File: src/rtl/fixed_partition_fit_allocator_macros.svh
// Assertion helpers for the allocator RTL.
`ifndef FIXED_PARTITION_FIT_ALLOCATOR_MACROS_SVH
`define FIXED_PARTITION_FIT_ALLOCATOR_MACROS_SVH
`ifndef SYNTHESIS
// Same-cycle implication.
`define FPFA_ASSERT_NOW(label, clk, rst, ante, cons) \
   label: assert property (@(posedge clk) disable iff (rst) (ante) |-> (cons)) \
      else $error("allocator assertion failed");
// Next-cycle implication.
`define FPFA_ASSERT_NXT(label, clk, rst, ante, cons) \
   label: assert property (@(posedge clk) disable iff (rst) (ante) |=> (cons)) \
      else $error("allocator assertion failed");
`else
`define FPFA_ASSERT_NOW(label, clk, rst, ante, cons)
`define FPFA_ASSERT_NXT(label, clk, rst, ante, cons)
`endif
`endif

File: src/rtl/fpfa_pkg.sv
package fpfa_pkg;

   localparam int PARTITIONS = 16;
   localparam int SIZE_BITS  = 16;
   localparam int IDX_W      = $clog2(PARTITIONS);
   localparam int SCAN_W     = $clog2(PARTITIONS + 1);
   localparam int MODE_W     = 2;
   localparam int COUNT_W    = 5;
   localparam int CSR_W      = 5;

   localparam logic [1:0] FUNC_LOAD  = 2'd0;
   localparam logic [1:0] FUNC_ROUND = 2'd1;
   localparam logic [1:0] FUNC_ALLOC = 2'd2;

   localparam logic [MODE_W-1:0] MODE_FIRST = 2'd0;
   localparam logic [MODE_W-1:0] MODE_BEST  = 2'd1;
   localparam logic [MODE_W-1:0] MODE_WORST = 2'd2;

   localparam logic CSR_ALLOC_MODE      = 1'b0;
   localparam logic CSR_PARTITION_COUNT = 1'b1;

   // one table entry presented to the compare unit
   typedef struct packed {
      logic                 valid;
      logic                 free;
      logic [IDX_W-1:0]     idx;
      logic [SIZE_BITS-1:0] size;
   } entry_type;

   // running candidate held by the compare unit
   typedef struct packed {
      logic                 have;
      logic                 fits;
      logic [IDX_W-1:0]     idx;
      logic [SIZE_BITS-1:0] size;
   } cand_type;

endpackage

File: src/rtl/fpfa_ram.sv
module fpfa_ram #(
   parameter int WIDTH = 16,
   parameter int DEPTH = 16
) (
   input  logic                     clock,
   input  logic                     we,
   input  logic [$clog2(DEPTH)-1:0] waddr,
   input  logic [WIDTH-1:0]         wdata,
   input  logic                     re,
   input  logic [$clog2(DEPTH)-1:0] raddr,
   output logic [WIDTH-1:0]         rdata
);

   logic [WIDTH-1:0] mem_ff [DEPTH];
   logic [WIDTH-1:0] rdata_ff;

   always_ff @(posedge clock) begin
      if (we) begin
         mem_ff[waddr] <= wdata;
      end
      if (re) begin
         rdata_ff <= mem_ff[raddr];
      end
   end

   assign rdata = rdata_ff;

endmodule

File: src/rtl/fpfa_scan.sv
module fpfa_scan (
   input  logic                             clock,
   input  logic                             clear,
   input  logic [fpfa_pkg::MODE_W-1:0]      mode,
   input  logic [fpfa_pkg::SIZE_BITS-1:0]   need,
   input  fpfa_pkg::entry_type              entry,
   output fpfa_pkg::cand_type               cand
);

   logic                           have_ff, have_in;
   logic [fpfa_pkg::IDX_W-1:0]     idx_ff, idx_in;
   logic [fpfa_pkg::SIZE_BITS-1:0] size_ff, size_in;
   logic                           fits;
   logic                           take;

   // compare of the entry against the request; the mode select compares against the held candidate
   assign fits = entry.size >= need;

   always_comb begin
      unique case (mode)
         fpfa_pkg::MODE_FIRST: take = fits && !have_ff;
         fpfa_pkg::MODE_BEST:  take = fits && (!have_ff || entry.size < size_ff);
         fpfa_pkg::MODE_WORST: take = !have_ff || entry.size > size_ff;
         default:              take = 1'b0;
      endcase
   end

   always_comb begin
      have_in = have_ff;
      idx_in  = idx_ff;
      size_in = size_ff;
      if (clear) begin
         have_in = 1'b0;
      end else if (entry.valid && entry.free && take) begin
         have_in = 1'b1;
         idx_in  = entry.idx;
         size_in = entry.size;
      end
   end

   always_ff @(posedge clock) begin
      have_ff <= have_in;
      idx_ff  <= idx_in;
      size_ff <= size_in;
   end

   assign cand.have = have_ff;
   assign cand.fits = size_ff >= need;
   assign cand.idx  = idx_ff;
   assign cand.size = size_ff;

endmodule

File: src/rtl/fixed_partition_fit_allocator.sv
// Channel   Direction  Handshake             Payload
// req_      in         req_valid/req_ready   func, partition_index, partition_size_in,
//                                            request_size, request_tag
// rsp_      out        rsp_valid/rsp_ready   granted, partition_id, granted_size, tag_out
// csr_      in         csr_we (no wait)      csr_index, csr_wdata
//
// Load and start-round requests go from accept to the finish state, which loads the output register.
// An allocation request steps through accept, one table read per partition through the size RAM
// and a single shared compare unit, a drain of the RAM latency when any partition is in use,
// then result.
// One request is in flight at a time; req_ready is high only while the sequencer is idle.
// A stalled result holds the sequencer in its finish state until rsp_ready.
// Reset is synchronous: all partitions free, mode first fit, partition count zero.
`include "fixed_partition_fit_allocator_macros.svh"

module fixed_partition_fit_allocator (
   input  logic        clock,
   input  logic        reset,
   input  logic        req_valid,
   output logic        req_ready,
   input  logic [1:0]  req_func,
   input  logic [3:0]  req_partition_index,
   input  logic [15:0] req_partition_size_in,
   input  logic [15:0] req_request_size,
   input  logic [7:0]  req_request_tag,
   output logic        rsp_valid,
   input  logic        rsp_ready,
   output logic        rsp_granted,
   output logic [4:0]  rsp_partition_id,
   output logic [15:0] rsp_granted_size,
   output logic [7:0]  rsp_tag_out,
   input  logic        csr_we,
   input  logic        csr_index,
   input  logic [4:0]  csr_wdata
);

   localparam logic [1:0] ST_IDLE   = 2'd0;
   localparam logic [1:0] ST_SCAN   = 2'd1;
   localparam logic [1:0] ST_FINISH = 2'd2;

   localparam int P  = fpfa_pkg::PARTITIONS;
   localparam int SB = fpfa_pkg::SIZE_BITS;
   localparam int IW = fpfa_pkg::IDX_W;
   localparam int SW = fpfa_pkg::SCAN_W;

   // configuration registers
   logic [fpfa_pkg::MODE_W-1:0]  mode_ff;
   logic [fpfa_pkg::COUNT_W-1:0] count_ff;

   // sequencer and latched request
   logic [1:0]    state_ff, state_in;
   logic [1:0]    func_ff, func_in;
   logic [15:0]   need16_ff, need16_in;
   logic [7:0]    tag_ff, tag_in;
   logic [SW-1:0] issue_ff, issue_in;
   logic          rd_valid_ff, rd_valid_in;
   logic [IW-1:0] rd_idx_ff, rd_idx_in;
   logic [P-1:0]  free_ff, free_in;

   // output register
   logic          rsp_valid_ff, rsp_valid_in;
   logic          rsp_granted_ff;
   logic [4:0]    rsp_id_ff;
   logic [15:0]   rsp_size_ff;
   logic [7:0]    rsp_tag_ff;

   logic          accept;
   logic          ram_we;
   logic          rd_en;
   logic          scan_clear;
   logic          out_load;
   logic          grant;
   logic [SW-1:0] used_cnt;
   logic [SB-1:0] need;
   logic [SB-1:0] rd_data;

   fpfa_pkg::entry_type entry;
   fpfa_pkg::cand_type  cand;

   assign accept    = req_valid && req_ready;
   assign req_ready = state_ff == ST_IDLE;
   assign need      = SB'(need16_ff);

   // saturate the partition count to the table depth
   assign used_cnt = (int'(count_ff) > P) ? SW'(P) : SW'(count_ff);

   // drop loads aimed past the table
   assign ram_we = accept && req_func == fpfa_pkg::FUNC_LOAD && int'(req_partition_index) < P;

   fpfa_ram #(
      .WIDTH (SB),
      .DEPTH (P)
   ) u_size_ram (
      .clock (clock),
      .we    (ram_we),
      .waddr (IW'(req_partition_index)),
      .wdata (SB'(req_partition_size_in)),
      .re    (rd_en),
      .raddr (issue_ff[IW-1:0]),
      .rdata (rd_data)
   );

   assign entry.valid = rd_valid_ff;
   assign entry.free  = free_ff[rd_idx_ff];
   assign entry.idx   = rd_idx_ff;
   assign entry.size  = rd_data;

   fpfa_scan u_scan (
      .clock (clock),
      .clear (scan_clear),
      .mode  (mode_ff),
      .need  (need),
      .entry (entry),
      .cand  (cand)
   );

   // first and best fit only ever hold fitting entries; worst fit checks at the end
   assign grant = func_ff == fpfa_pkg::FUNC_ALLOC && cand.have && cand.fits;

   always_comb begin
      state_in    = state_ff;
      func_in     = func_ff;
      need16_in   = need16_ff;
      tag_in      = tag_ff;
      issue_in    = issue_ff;
      rd_valid_in = 1'b0;
      rd_idx_in   = rd_idx_ff;
      free_in     = free_ff;
      rd_en       = 1'b0;
      scan_clear  = 1'b0;
      out_load    = 1'b0;
      unique case (state_ff)
         ST_IDLE: begin
            if (accept) begin
               func_in    = req_func;
               need16_in  = req_request_size;
               tag_in     = req_request_tag;
               issue_in   = '0;
               scan_clear = 1'b1;
               if (req_func == fpfa_pkg::FUNC_ROUND) begin
                  free_in = '1;
               end
               state_in = (req_func == fpfa_pkg::FUNC_ALLOC) ? ST_SCAN : ST_FINISH;
            end
         end
         ST_SCAN: begin
            // issue one table read a cycle, then drain the RAM latency
            if (issue_ff < used_cnt) begin
               rd_en       = 1'b1;
               rd_valid_in = 1'b1;
               rd_idx_in   = issue_ff[IW-1:0];
               issue_in    = issue_ff + SW'(1);
            end else if (!rd_valid_ff) begin
               state_in = ST_FINISH;
            end
         end
         ST_FINISH: begin
            // hold until the output register is free
            if (!rsp_valid_ff || rsp_ready) begin
               out_load = 1'b1;
               state_in = ST_IDLE;
               if (grant) begin
                  free_in[cand.idx] = 1'b0;
               end
            end
         end
         default: begin
            state_in = ST_IDLE;
         end
      endcase
   end

   always_comb begin
      rsp_valid_in = rsp_valid_ff;
      if (out_load) begin
         rsp_valid_in = 1'b1;
      end else if (rsp_ready) begin
         rsp_valid_in = 1'b0;
      end
   end

   always_ff @(posedge clock) begin
      if (reset) begin
         state_ff     <= ST_IDLE;
         rd_valid_ff  <= 1'b0;
         free_ff      <= '1;
         rsp_valid_ff <= 1'b0;
         mode_ff      <= fpfa_pkg::MODE_FIRST;
         count_ff     <= '0;
      end else begin
         state_ff     <= state_in;
         rd_valid_ff  <= rd_valid_in;
         free_ff      <= free_in;
         rsp_valid_ff <= rsp_valid_in;
         if (csr_we) begin
            unique case (csr_index)
               fpfa_pkg::CSR_ALLOC_MODE:      mode_ff  <= csr_wdata[fpfa_pkg::MODE_W-1:0];
               fpfa_pkg::CSR_PARTITION_COUNT: count_ff <= csr_wdata[fpfa_pkg::COUNT_W-1:0];
               default: ;
            endcase
         end
      end
   end

   always_ff @(posedge clock) begin
      func_ff   <= func_in;
      need16_ff <= need16_in;
      tag_ff    <= tag_in;
      issue_ff  <= issue_in;
      rd_idx_ff <= rd_idx_in;
      if (out_load) begin
         rsp_granted_ff <= grant;
         rsp_id_ff      <= grant ? (5'(cand.idx) + 5'd1) : 5'd0;
         rsp_size_ff    <= grant ? 16'(cand.size) : 16'd0;
         rsp_tag_ff     <= tag_ff;
      end
   end

   assign rsp_valid        = rsp_valid_ff;
   assign rsp_granted      = rsp_granted_ff;
   assign rsp_partition_id = rsp_id_ff;
   assign rsp_granted_size = rsp_size_ff;
   assign rsp_tag_out      = rsp_tag_ff;

   `FPFA_ASSERT_NXT(a_accept_leaves_idle, clock, reset, accept, state_ff != ST_IDLE)
   `FPFA_ASSERT_NXT(a_grant_marks_taken, clock, reset, out_load && grant, !free_ff[$past(cand.idx)])
   `FPFA_ASSERT_NOW(a_grant_fits, clock, reset, out_load && grant, cand.size >= need)
   `FPFA_ASSERT_NOW(a_read_in_range, clock, reset, rd_valid_ff, SW'(rd_idx_ff) < used_cnt)

endmodule
File: config.mk
export PLATFORM = sky130hd
export DESIGN_NAME = fixed_partition_fit_allocator
export DESIGN_NICKNAME = d
export VERILOG_FILES = /design/src/rtl/fpfa_pkg.sv /design/src/rtl/fpfa_ram.sv /design/src/rtl/fpfa_scan.sv /design/src/rtl/fixed_partition_fit_allocator.sv
export VERILOG_INCLUDE_DIRS = /design/src /design/src/rtl
export SDC_FILE = /design/constraint.sdc
export NUM_CORES = 1
export LEC_CHECK = 0
export CORE_MARGIN = 3
export CORE_UTILIZATION = 49
export DETAILED_ROUTE_END_ITERATION = 10
export DONT_BUFFER_PORTS = 1
export GPL_ROUTABILITY_DRIVEN = 0
export GPL_TIMING_DRIVEN = 0
export SYNTH_ARGS = -nofsm -noshare
export SYNTH_HDL_FRONTEND = slang
export SYNTH_SLANG_ARGS = --single-unit
File: constraint.sdc
create_clock -name clock -period 7.1 [get_ports clock]
set_input_delay 1.775 -clock clock [delete_from_list [all_inputs] [get_ports clock]]
set_output_delay 1.775 -clock clock [all_outputs]
set_load 0.01 [all_outputs]
After elaboration in Yosys (flattened, before gate mapping)
Memories as Yosys holds them, arrays and structs flattened. A register that Yosys moved wholly into a read port is not among the register bits.
Cells that the tools add are included.
Word-level totals
  register bits: 113
  memory bits (writable): 256
  word-level logic and storage cells: 106
  memories: 1
Memory list
  u_size_ram.mem_ff: depth 16, bits a word 16, read ports 1, clocked after memory_dff 1, write ports 1, RTL line fpfa_ram.sv:14  | logic [WIDTH-1:0] mem_ff [DEPTH];
Operators by class
  $add $sub $neg: 2
  magnitude comparators: 9
  eq/ne operators: 14
  multiplexer cells: 30
  bitwise gates (word level): 4
  reduce and logical (&&, ||, !) cells: 28
Operators by type and width (count)
  two-way mux 16 bit: 4
  greater-or-equal comparator 16 bit: 2
  one-hot mux 16 bit (2 select lines): 1
  AND 16 bit: 1
  greater-than comparator 16 bit: 1
  < comparator 16 bit: 1
  NOT 16 bit: 1
  two-way mux 5 bit: 3
  two-way mux 1 bit: 12
  < comparator 4 x 5 -> 1 bit (second input constant): 2
  two-way mux 2 bit: 5
  != test 2 bit (second input constant): 5
  one-hot mux 5 bit (2 select lines): 1
  AND reduction 2 bit: 5
  logical AND 1 bit: 9
  == test 2 bit (second input constant): 4
  == test 2 x 1 -> 1 bit (second input constant): 3
  logical NOT 2 bit: 3
  one-hot mux 2 bit (3 select lines): 1
  nonzero test 2 bit: 3
  adder 4 x 1 -> 5 bit (second input constant): 1
  adder 5 x 1 -> 5 bit (second input constant): 1
  greater-than comparator 5 bit (second input constant): 1
  < comparator 5 bit: 1
  11 further kinds: 16

Logic depth before layout (Yosys ltp)
Gate-level depths: netlist of the first run.
  depth after elaboration: 9
  mapped depth: 10

By module
Synthesis of the first run repeated with hierarchy kept, for this count alone.
Unflattened totals
  cell total of the unflattened synthesis: 867
  area, all modules: 15615.0 sq um
By module, submodules not included
  fpfa_ram: instances 1, cells an instance 432, area an instance 10203.5 sq um, sequential area each 8167.8 sq um
  fixed_partition_fit_allocator: instances 1, cells an instance 256, area an instance 3562.2 sq um, sequential area each 2492.4 sq um
  fpfa_scan: instances 1, cells an instance 179, area an instance 1849.3 sq um, sequential area each 620.6 sq um

Worst setup path before layout of the first run
No wires, ideal clock.
  kind: input-to-reg
  start: in rsp_ready
  end: reg free_ff[0]
  setup time: 0.137 ns
  arrival time: 4.286 ns
  slack: 2.677 ns
  cell stages on the path: 5
  path buffers: 0
  path through: nand2b_1 > nor2b_1 > nand4b_1 > nor4_1 > a21oi_1
Between the ends
  cells in the longest elaborated chain, start to end: 3
Ends and longest elaborated chain
  from (decl): RTL line fixed_partition_fit_allocator.sv:27  | input logic rsp_ready,
  logical OR 1 bit: RTL line fixed_partition_fit_allocator.sv:159  | if (!rsp_valid_ff || rsp_ready) begin
  != test 2 bit (no source line)
  AND reduction 5 bit (no source line)
  to (signal assigned): RTL line fixed_partition_fit_allocator.sv:193  | free_ff <= free_in;
  to (decl): RTL line fixed_partition_fit_allocator.sv:58  | logic [P-1:0] free_ff, free_in;
Every way passes these cells.
A chain may end at the register's enable or synchronous reset.

Worst setup path after layout of the first run
  start: in req_valid
  end: mem u_size_ram.mem_ff[0][0] (enable)
Between the ends
  cells in the longest elaborated chain, start to end: 4
Ends and longest elaborated chain
  from (decl): RTL line fixed_partition_fit_allocator.sv:19  | input logic req_valid,
  logical AND 1 bit: RTL line fixed_partition_fit_allocator.sv:80  | assign accept = req_valid && req_ready;
  logical AND 1 bit: RTL line fixed_partition_fit_allocator.sv:88  | assign ram_we = accept && req_func == fpfa_pkg::FUNC_LOAD && int'(req_partition_index) < P;
  two-way mux 1 bit: RTL line fpfa_ram.sv:18  | if (we) begin
  two-way mux 1 bit (implied by the code): RTL line fpfa_ram.sv:19  | mem_ff[waddr] <= wdata;
  to (decl): RTL line fpfa_ram.sv:14
Every way passes these cells.

==> impl_results.md, run 1 <==
* FP Rows at 64
* Setup violators final at 0
* Cts hold-fix bufs at 0
* DRC violations left at 0
* Kind of critical path: in2reg
* Logic gate share of total power at 4.8%
* Min-delay worst type: reg2reg
* Routed wire per std cell at 25.11 um
* FFs w/ async S/R, synth at 0%
* Final ANT Viol Nets at 0
* Sink Count at 385
* CP Launch Point: req_valid
* Critical path's slowest cell: nor3_2
* Clk_lat worst skew at 0.54 ns
* Die extent in y at 183.5 um
* Maximum clock frequency at 286.3 MHz
* EDFF count, synth at 357
* Yosys warning count at 0
* Placed Cells at 1234
* Starting Density at 50.09%
* Pin count of the biggest net entering global routing at 32
* Worst reg2reg path endpoint: u_size_ram.rdata[0]
* Post-Syn Area at 15440 um2
* # diodes at 0
* Final period utilization at 49.20%
* Buf/Inv on CP at 2
* Max VDD drop at 0.2090 mV
* NetSw at 983.8 uW
* Vias in the first global route at 8112
* Max-slew violations at 0
* TritonCTS clock tree: done
* Ratio of cells with drive above 1 in the final layout at 20.88%
* Synth Net Count at 931
* Yosys reg bits at 385
* Die Footprint at 33680 um2
* Maximum fanout along the worst path at 7
* Global-route wire length before repair at 50140 um
* Iter 0 DRT Violations at 646
* Sequential share of the synthesized area at 73.05%
* Final min period at 3.493 ns
* Final wirelength at 32790 um
* Cells on worst reg2reg path at 4
* Synth Flop Type: edfxtp_1
* WP depth at 6
* Syn_area_per_cell at 18.90 um2
* Post-Layout Cell Count at 1306
* Horiz. Die Dim at 183.5 um
* Worst-path clk slew at 0.05 ns
* First drt pass iteration count at 5
* Gr usage total at 20.11%
* Postcts setup bufs at 0
* Via density at 5.851
* Crit-path leading delay family: simple AND/OR/NAND/NOR gates
* WP data arrival at 3.74 ns
* Most common cell after layout, fill and taps aside: edfxtp_1
* Setup TNS Final at 0 ns
* Final hold vios at 0
* RSZ-0062 raised after global routing: no
* Worst path cell trace: nand2_1 > or3_1 > or3_1 > nor3_2 > buf_6 > buf_6
* Max Cap Violations at 0
* Num CTS Buffers at 40
* P_leak at 0.005923 uW
* Yosys cell types at 47
* Rel. slew slack at 20.95%
* HPWL after detailed placement at 22110 um
* Grt ovf at 0
* Crit Reg-Reg Startpoint: issue_ff[1]
* Final nets at 994
* Util after Layout at 57.16%
* Post-Route Skew at 0.01241 ns
* Post-CTS sizing at 0
* Post-Syn Instances at 817
* Sequential share of power at 53.4%
* PortBufs at 0
* Vias at 7641
* Power Dens Cells at 269.4 nW/um2
* CORE AREA at 30830 um2
* Worst setup path endpoint: u_size_ram.mem_ff[0][0]
* P_int at 3763 uW
* CTS H-tree depth at 2
* Setup crit end kind: register
* Clock network power share at 41.8%
* Status: finished clean
* Root Driver: clkbuf_16
* Initial antenna violation count at 0
* IO Count at 89
* Worst-case clock buffer depth at 3
* Most frequent cells in the layout: edfxtp_1 (357), mux4_2 (85), ha_1 (57), clkbuf_16 (41), inv_1 (40)
* Sw Share at 20.73%
* Crit start category: primary input
* Area delta synth->final at 14.11%
* Worst-margin pin slew at 1.186 ns
* Register-to-register setup slack at 3.93 ns
* Required time worst endpoint at 7.35 ns
* CP peak stage delay at 0.59 ns
[through the flow]
stage,area (um2),setup WS (ns),hold WS [ns],power [uW]
2_1_floorplan,15440,2.677,0.4003,2738
3_3_place_gp,15940,1.527,0.4025,2805
3_5_place_dp,16380,3.043,0.4045,2814
4_1_cts,17620,3.607,0.4206,4798
5_1_grt,17620,3.529,0.4229,4913
6_report,17620,3.607,0.4174,4747
[state kept, by name (all words and copies together) (netlist names), 8 cells and up]
name and count:
rsp_granted_size 16, tag_ff 8, rsp_tag_out 8, u_scan.size_ff 16
free_ff 16, u_size_ram.rdata 16, u_size_ram.mem_ff 256, need 16
[cells by family (layout without fill, tap and decap cells)]
family                   count (synthesis)  in the layout  share of synthesized area [%]
AO/OA/AOI/OAI                           72             72                          2.957
XOR/XNOR                                 5              5                         0.2836
adder cells (fa/ha/maj)                 57             57                          4.618
buffers and inverters                   64            157                          1.620
flip-flops                             385            385                          73.05
multiplexers                            86             86                          12.46
AND/OR/NAND/NOR                        148            148                          5.007
[worst reg2reg max path, delay by kind of cell (launching register included)]
| kind | cells | cell delay (ns) |
|---|---|---|
| muxes | 2 | 0.97 |
| buffers and inverters | 2 | 1.47 |
| DFF | 1 | 0.44 |
[how the worst min path moves through the flow]
stage                     cells past startpoint              to  startpoint
after floorplan                               0  rsp_tag_out[0]   tag_ff[0]
after global placement                        0  rsp_tag_out[4]   tag_ff[4]
after detailed placement                      0  rsp_tag_out[3]   tag_ff[3]
after CTS                                     0  rsp_tag_out[1]   tag_ff[1]
after global routing                          0  rsp_tag_out[1]   tag_ff[1]
final                                         0  rsp_tag_out[1]   tag_ff[1]
[cell usage after synthesis, types with 4 or more instances]
cell / count / area share [%]
a21o_1: 14 / 0.68
a21oi_1: 35 / 1.1
and2_1: 20 / 0.81
buf_1: 6 / 0.15
buf_2: 8 / 0.26
clkbuf_1: 9 / 0.22
dfxtp_1: 28 / 3.6
edfxtp_1: 357 / 69
ha_1: 57 / 4.6
inv_1: 40 / 0.97
mux4_2: 85 / 12
nand2_1: 20 / 0.49
nand2b_1: 9 / 0.36
nand3_1: 13 / 0.42
nand4_1: 8 / 0.32
nor2_1: 48 / 1.2
nor2b_1: 5 / 0.20
nor3_1: 7 / 0.23
o21ai_1: 4 / 0.13
[per-layer routing]
layer  GRT usage (%)  wire [um]  share of wire, %  vias to the layer above
met4           5.911        899               2.7                        0
li1                -          -                 -                     3392
met1           26.46      13440                41                     3915
met2           33.69      16260                50                      276
met5               0          0                 0                        -
met3           4.887       2195               6.7                       58
[area by class of cell]
type / count / area [um2]
fillers: 2248 / 13210
flip-flops and latches: 385 / 11280
multi-input cells: 368 / 3975
clock buffers: 55 / 1079
well taps: 396 / 495.5
repair buffers: 21 / 381.6
clock inverters: 17 / 160.2
inverters: 41 / 153.9
plain buffers: 23 / 96.34
[power groups by stage]
stage               clock (uW)  combinational (uW)  sequential (uW)
finish                    1980                 228             2540
detailed placement           0                 231             2580
CTS                       2030                 232             2540
global route              2130                 249             2540
floorplan                    0                 161             2580
global placement             0                 222             2580
Note: power is estimated with default switching activity, not from simulation.
==> run 2, diff against run 1 <==
- clock period: 7.1 -> 3.4 ns (I/O delays scaled with it)
==> run 2 against run 1 <==
Die area unchanged; total power grew 120%; count of clock-buffer cells in the layout down 10; routed wire length down 1.2%; clock skew rose by 0.0094 ns; via count hardly changed; first-iteration DRC count is 20% lower; sequential share of layout area decreased by 0.11 points; combinational power increased by 110%; hold slack got worse by 0.027 ns; core utilization rose by 0.10 points; register-to-register slack got worse by 3.6 ns; critical path type is now reg2reg; largest cell class unchanged; highest routed layer unchanged.
==> impl_results.md, run 2 (synthesized netlist as in run 1, its figures left out) <==
* Root Driver: clkbuf_16
* Initial antenna violation count at 0
* Sink Count at 385
* Register-to-register setup slack at 0.35 ns
* CP peak stage delay at 0.83 ns
* Final ANT Viol Nets at 0
* Critical path's slowest cell: nor3_2
* Area delta synth->final at 14.32%
* FP Rows at 64
* Hold Crit Start: req_partition_size_in[15]
* Clk_lat worst skew at 0.55 ns
* CTS H-tree depth at 2
* TritonCTS clock tree: done
* Cells on worst reg2reg path at 6
* Max-slew violations at 0
* Worst path cell trace: nor2_1 > nand2_1 > or3_1 > or3_1 > nor3_2 > buf_8
* Most frequent cells in the layout: edfxtp_1 (357), mux4_2 (85), ha_1 (57), clkbuf_16 (42), inv_1 (40)
* Worst-path clk slew at 0.06 ns
* Final period utilization at 89.68%
* Rel. slew slack at 18.51%
* Hold Crit Depth at 0
* Fillers at 2255
* RSZ-0062 raised after global routing: no
* Kind of critical path: reg2reg
* Worst-margin pin slew at 1.222 ns
* Gr usage total at 19.66%
* P_leak at 0.005946 uW
* Ratio of cells with drive above 1 in the final layout at 21.81%
* Max Cap Violations at 0
* Final min period at 3.049 ns
* WP data arrival at 3.30 ns
* Required time worst endpoint at 3.65 ns
* Top reg by flops: u_size_ram.mem_ff
* Vias at 7636
* IO Count at 89
* # diodes at 0
* Power Dens Cells at 580.1 nW/um2
* Global-route wire length before repair at 49220 um
* Hold_ws at 0.3901 ns
* Status: finished clean
* Num CTS Buffers at 41
* DRC violations left at 0
* Die extent in y at 183.5 um
* Most common cell after layout, fill and taps aside: edfxtp_1
* Setup violators final at 0
* Die Footprint at 33680 um2
* Max VDD drop at 0.4134 mV
* Via density at 5.856
* Starting Density at 50.09%
* Vias in the first global route at 8152
* First drt pass iteration count at 5
* Routed wire per std cell at 24.85 um
* Worst-case clock buffer depth at 3
* CP most frequent cell: or3_1
* Setup crit end kind: register
* Post-Route Skew at 0.02179 ns
* Maximum fanout along the worst path at 9
* Final hold vios at 0
* Pin count of the biggest net entering global routing at 32
* CP Launch Point: state_ff[0]
* CORE AREA at 30830 um2
* HPWL after detailed placement at 22460 um
* Setup TNS Final at 0 ns
* Crit start category: register
* Grt ovf at 0
* Final nets at 991
* Cts hold-fix bufs at 0
* Crit Reg-Reg Startpoint: state_ff[0]
* Horiz. Die Dim at 183.5 um
* PortBufs at 0
* Min-delay worst type: in2reg
* Final wirelength at 32410 um
* Iter 0 DRT Violations at 514
* Maximum clock frequency at 327.9 MHz
* Max FFs per register at 256
## run 2: cell types whose count changed in the layout (fill, tap and decap cells not counted), sizes merged
cell      delta
buf          -4
bufinv       +3
clkinv       +7
clkbuf      -10
clkinvlp     +2
## run 2: worst paths after layout
check                                           endpoint
worst max register to register  u_size_ram.mem_ff[0][13]
worst max-delay path            u_size_ram.mem_ff[0][13]
worst min-delay path            u_size_ram.mem_ff[5][15]
worst min register to register            rsp_tag_out[4]
## run 2: worst max-delay path, delay by kind of cell, from the launching register on
family / cells / cell delay [ns]
simple gates: 5 / 2.15
flops: 1 / 0.37
buf+inv: 1 / 0.24
## run 2: routing by layer
layer,GRT usage [%],routed length (um)
met1,25.08,13260
met2,34.07,16380
met3,4.195,1857
met4,6.124,912
met5,0,0
## run 2: cell type report
| cell class | count | area, um2 | area share, % |
|---|---|---|---|
| repair buffers | 17 | 276.5 | 1.566 |
| well taps | 396 | 495.5 | 2.807 |
| flip-flops and latches | 385 | 11280 | 63.90 |
| multi-input cells | 368 | 3976 | 22.52 |
| inverters | 41 | 153.9 | 0.8718 |
| clock buffers | 45 | 1072 | 6.074 |
| plain buffers | 23 | 96.34 | 0.5458 |
| clock inverters | 29 | 301.5 | 1.708 |
## run 2: repair_timing
| action | CTS | global route |
|---|---|---|
| endpoints found under the setup margin | 0 | 14 |
| gates resized for setup | 0 | 1 |
| buffers inserted | 0 | 0 |
## run 2: report_power, final
part	internal, uW	leakage [uW]	switching (uW)
clock	2670	0.000671	1800
combinational	209	0.00180	262
sequential	5250	0.00348	39.8
total	8140	0.00595	2100
## run 2: through the flow
stage                     area, um2  utilization, %  setup slack (ns)  power [uW]  cells
after floorplan               15440               -            0.1860        5718    817
after global placement        15940           51.70            -1.170        5850   1213
after detailed placement      16280           52.80            0.2026        5872   1230
after CTS                     17650           57.26            0.1860       10350   1304
after global routing          17650           57.26            0.1001       10600   1304
final                         17650           57.26            0.3507       10240   1304
==> run 3, diff against run 2 <==
- CTS_BUF_LIST: unset -> sky130_fd_sc_hd__clkbuf_4 sky130_fd_sc_hd__clkbuf_8 sky130_fd_sc_hd__clkbuf_16
==> run 3 against run 2 <==
Core utilization barely moved; count of clock-buffer cells in the layout did not move; critical path type unchanged; register-to-register slack about the same; critical endpoint unchanged.
==> impl_results.md, run 3 (synthesized netlist as in run 1, its figures left out) <==
* Top reg by flops: u_size_ram.mem_ff
* Routed wire per std cell at 24.80 um
* Initial antenna violation count at 0
* Final wirelength at 32350 um
* Critical path's slowest cell: nor3_2
* Final min period at 3.043 ns
* Final hold vios at 0
* Required time worst endpoint at 3.65 ns
* Ratio of cells with drive above 1 in the final layout at 22.03%
* Area delta synth->final at 14.37%
* Max Cap Violations at 0
* Area of the multi-input gates at 3976 um2
* Grt ovf at 0
* Horiz. Die Dim at 183.5 um
* Postcts setup bufs at 0
* CP peak stage delay at 0.82 ns
* Vias in the first global route at 8147
* Fillers at 2253
* Most frequent cells in the layout: edfxtp_1 (357), mux4_2 (85), ha_1 (57), clkbuf_16 (42), inv_1 (40)
* Maximum fanout along the worst path at 9
* Root Driver: clkbuf_16
* Kind of critical path: reg2reg
* HPWL after detailed placement at 22460 um
* Worst path cell trace: nor2_1 > nand2_1 > or3_1 > or3_1 > nor3_2 > buf_8
* IO Count at 89
* Min-delay worst type: in2reg
* Worst-path clk slew at 0.06 ns
* Most common cell after layout, fill and taps aside: edfxtp_1
* Via density at 5.857
* CP most frequent cell: or3_1
* P_leak at 0.005953 uW
* Num CTS Buffers at 41
* Status: finished clean
* Buf/Inv on CP at 1
* Vias at 7637
* Post-CTS sizing at 0
* Setup crit end kind: register
* Iter 0 DRT Violations at 544
* WP data arrival at 3.29 ns
* Sequential standard cell area at 11280 um2
* Global-route wire length before repair at 49240 um
* Pin count of the biggest net entering global routing at 32
* Power Dens Cells at 580.8 nW/um2
* Worst-case clock buffer depth at 3
* Crit start category: register
* Clk_lat worst skew at 0.55 ns
* TritonCTS clock tree: done
* Max-slew violations at 0
* CTS H-tree depth at 2
* RSZ-0062 raised after global routing: no
* Die extent in y at 183.5 um
* Post-Route Skew at 0.02205 ns
* First drt pass iteration count at 4
* CORE AREA at 30830 um2
* Setup violators final at 0
* FP Rows at 64
* Max FFs per register at 256
* Final nets at 991
* Final ANT Viol Nets at 0
* Register-to-register setup slack at 0.36 ns
* # diodes at 0
* Cts hold-fix bufs at 0
* Maximum clock frequency at 328.6 MHz
* Worst-margin pin slew at 1.211 ns
* Hold_ws at 0.3903 ns
* Gr usage total at 19.67%
* DRC violations left at 0
* PortBufs at 0
* Setup TNS Final at 0 ns
* Die Footprint at 33680 um2
* Sink Count at 385
* Rel. slew slack at 19.28%
* Starting Density at 50.09%
* Max VDD drop at 0.4107 mV
* Crit-path leading delay family: simple AND/OR/NAND/NOR gates
* Final period utilization at 89.50%
run 3: cell counts in the layout (fill, tap and decap cells not counted):
Identical to the previous run, type by type.
run 3: where the power goes:
part | switching, uW | leakage (uW) | total, uW | internal (uW)
combinational | 262 | 0.00180 | 471 | 209
sequential | 39.9 | 0.00348 | 5290 | 5250
clock | 1800 | 0.000678 | 4490 | 2690
total | 2100 | 0.00595 | 10300 | 8150
run 3: per-layer routing:
layer	vias to the layer above	track usage (%)	wire (um)
met1	3936	25.09	13120
met3	56	4.195	1890
li1	3392	-	-
met5	-	0	0
met4	0	6.094	892
met2	253	34.12	16450
run 3: final cells by class:
type / instances / share of cell area, %
buffer: 23 / 0.5455
clock buffer: 45 / 6.114
tap: 396 / 2.806
inverter: 41 / 0.8714
timing repair buffer: 17 / 1.566
sequential: 385 / 63.88
multi-input combinational: 368 / 22.52
clock inverter: 29 / 1.707
run 3: final timing paths:
path,startpoint,to,cells past startpoint
max,state_ff[0],u_size_ram.mem_ff[0][13],6
min,req_partition_size_in[15],u_size_ram.mem_ff[5][15],0
max reg2reg,state_ff[0],u_size_ram.mem_ff[0][13],6
min reg2reg,tag_ff[4],rsp_tag_out[4],0
run 3: metrics by stage:
stage / util [%] / total power [uW] / instance area (um2) / cells / worst slack [ns]
finish: 57.28 / 10260 / 17660 / 1304 / 0.3570
detailed placement: 52.80 / 5872 / 16280 / 1230 / 0.2026
floorplan: - / 5718 / 15440 / 817 / 0.1860
global route: 57.28 / 10620 / 17660 / 1304 / 0.1001
global placement: 51.70 / 5850 / 15940 / 1213 / -1.170
CTS: 57.28 / 10360 / 17660 / 1304 / 0.1860
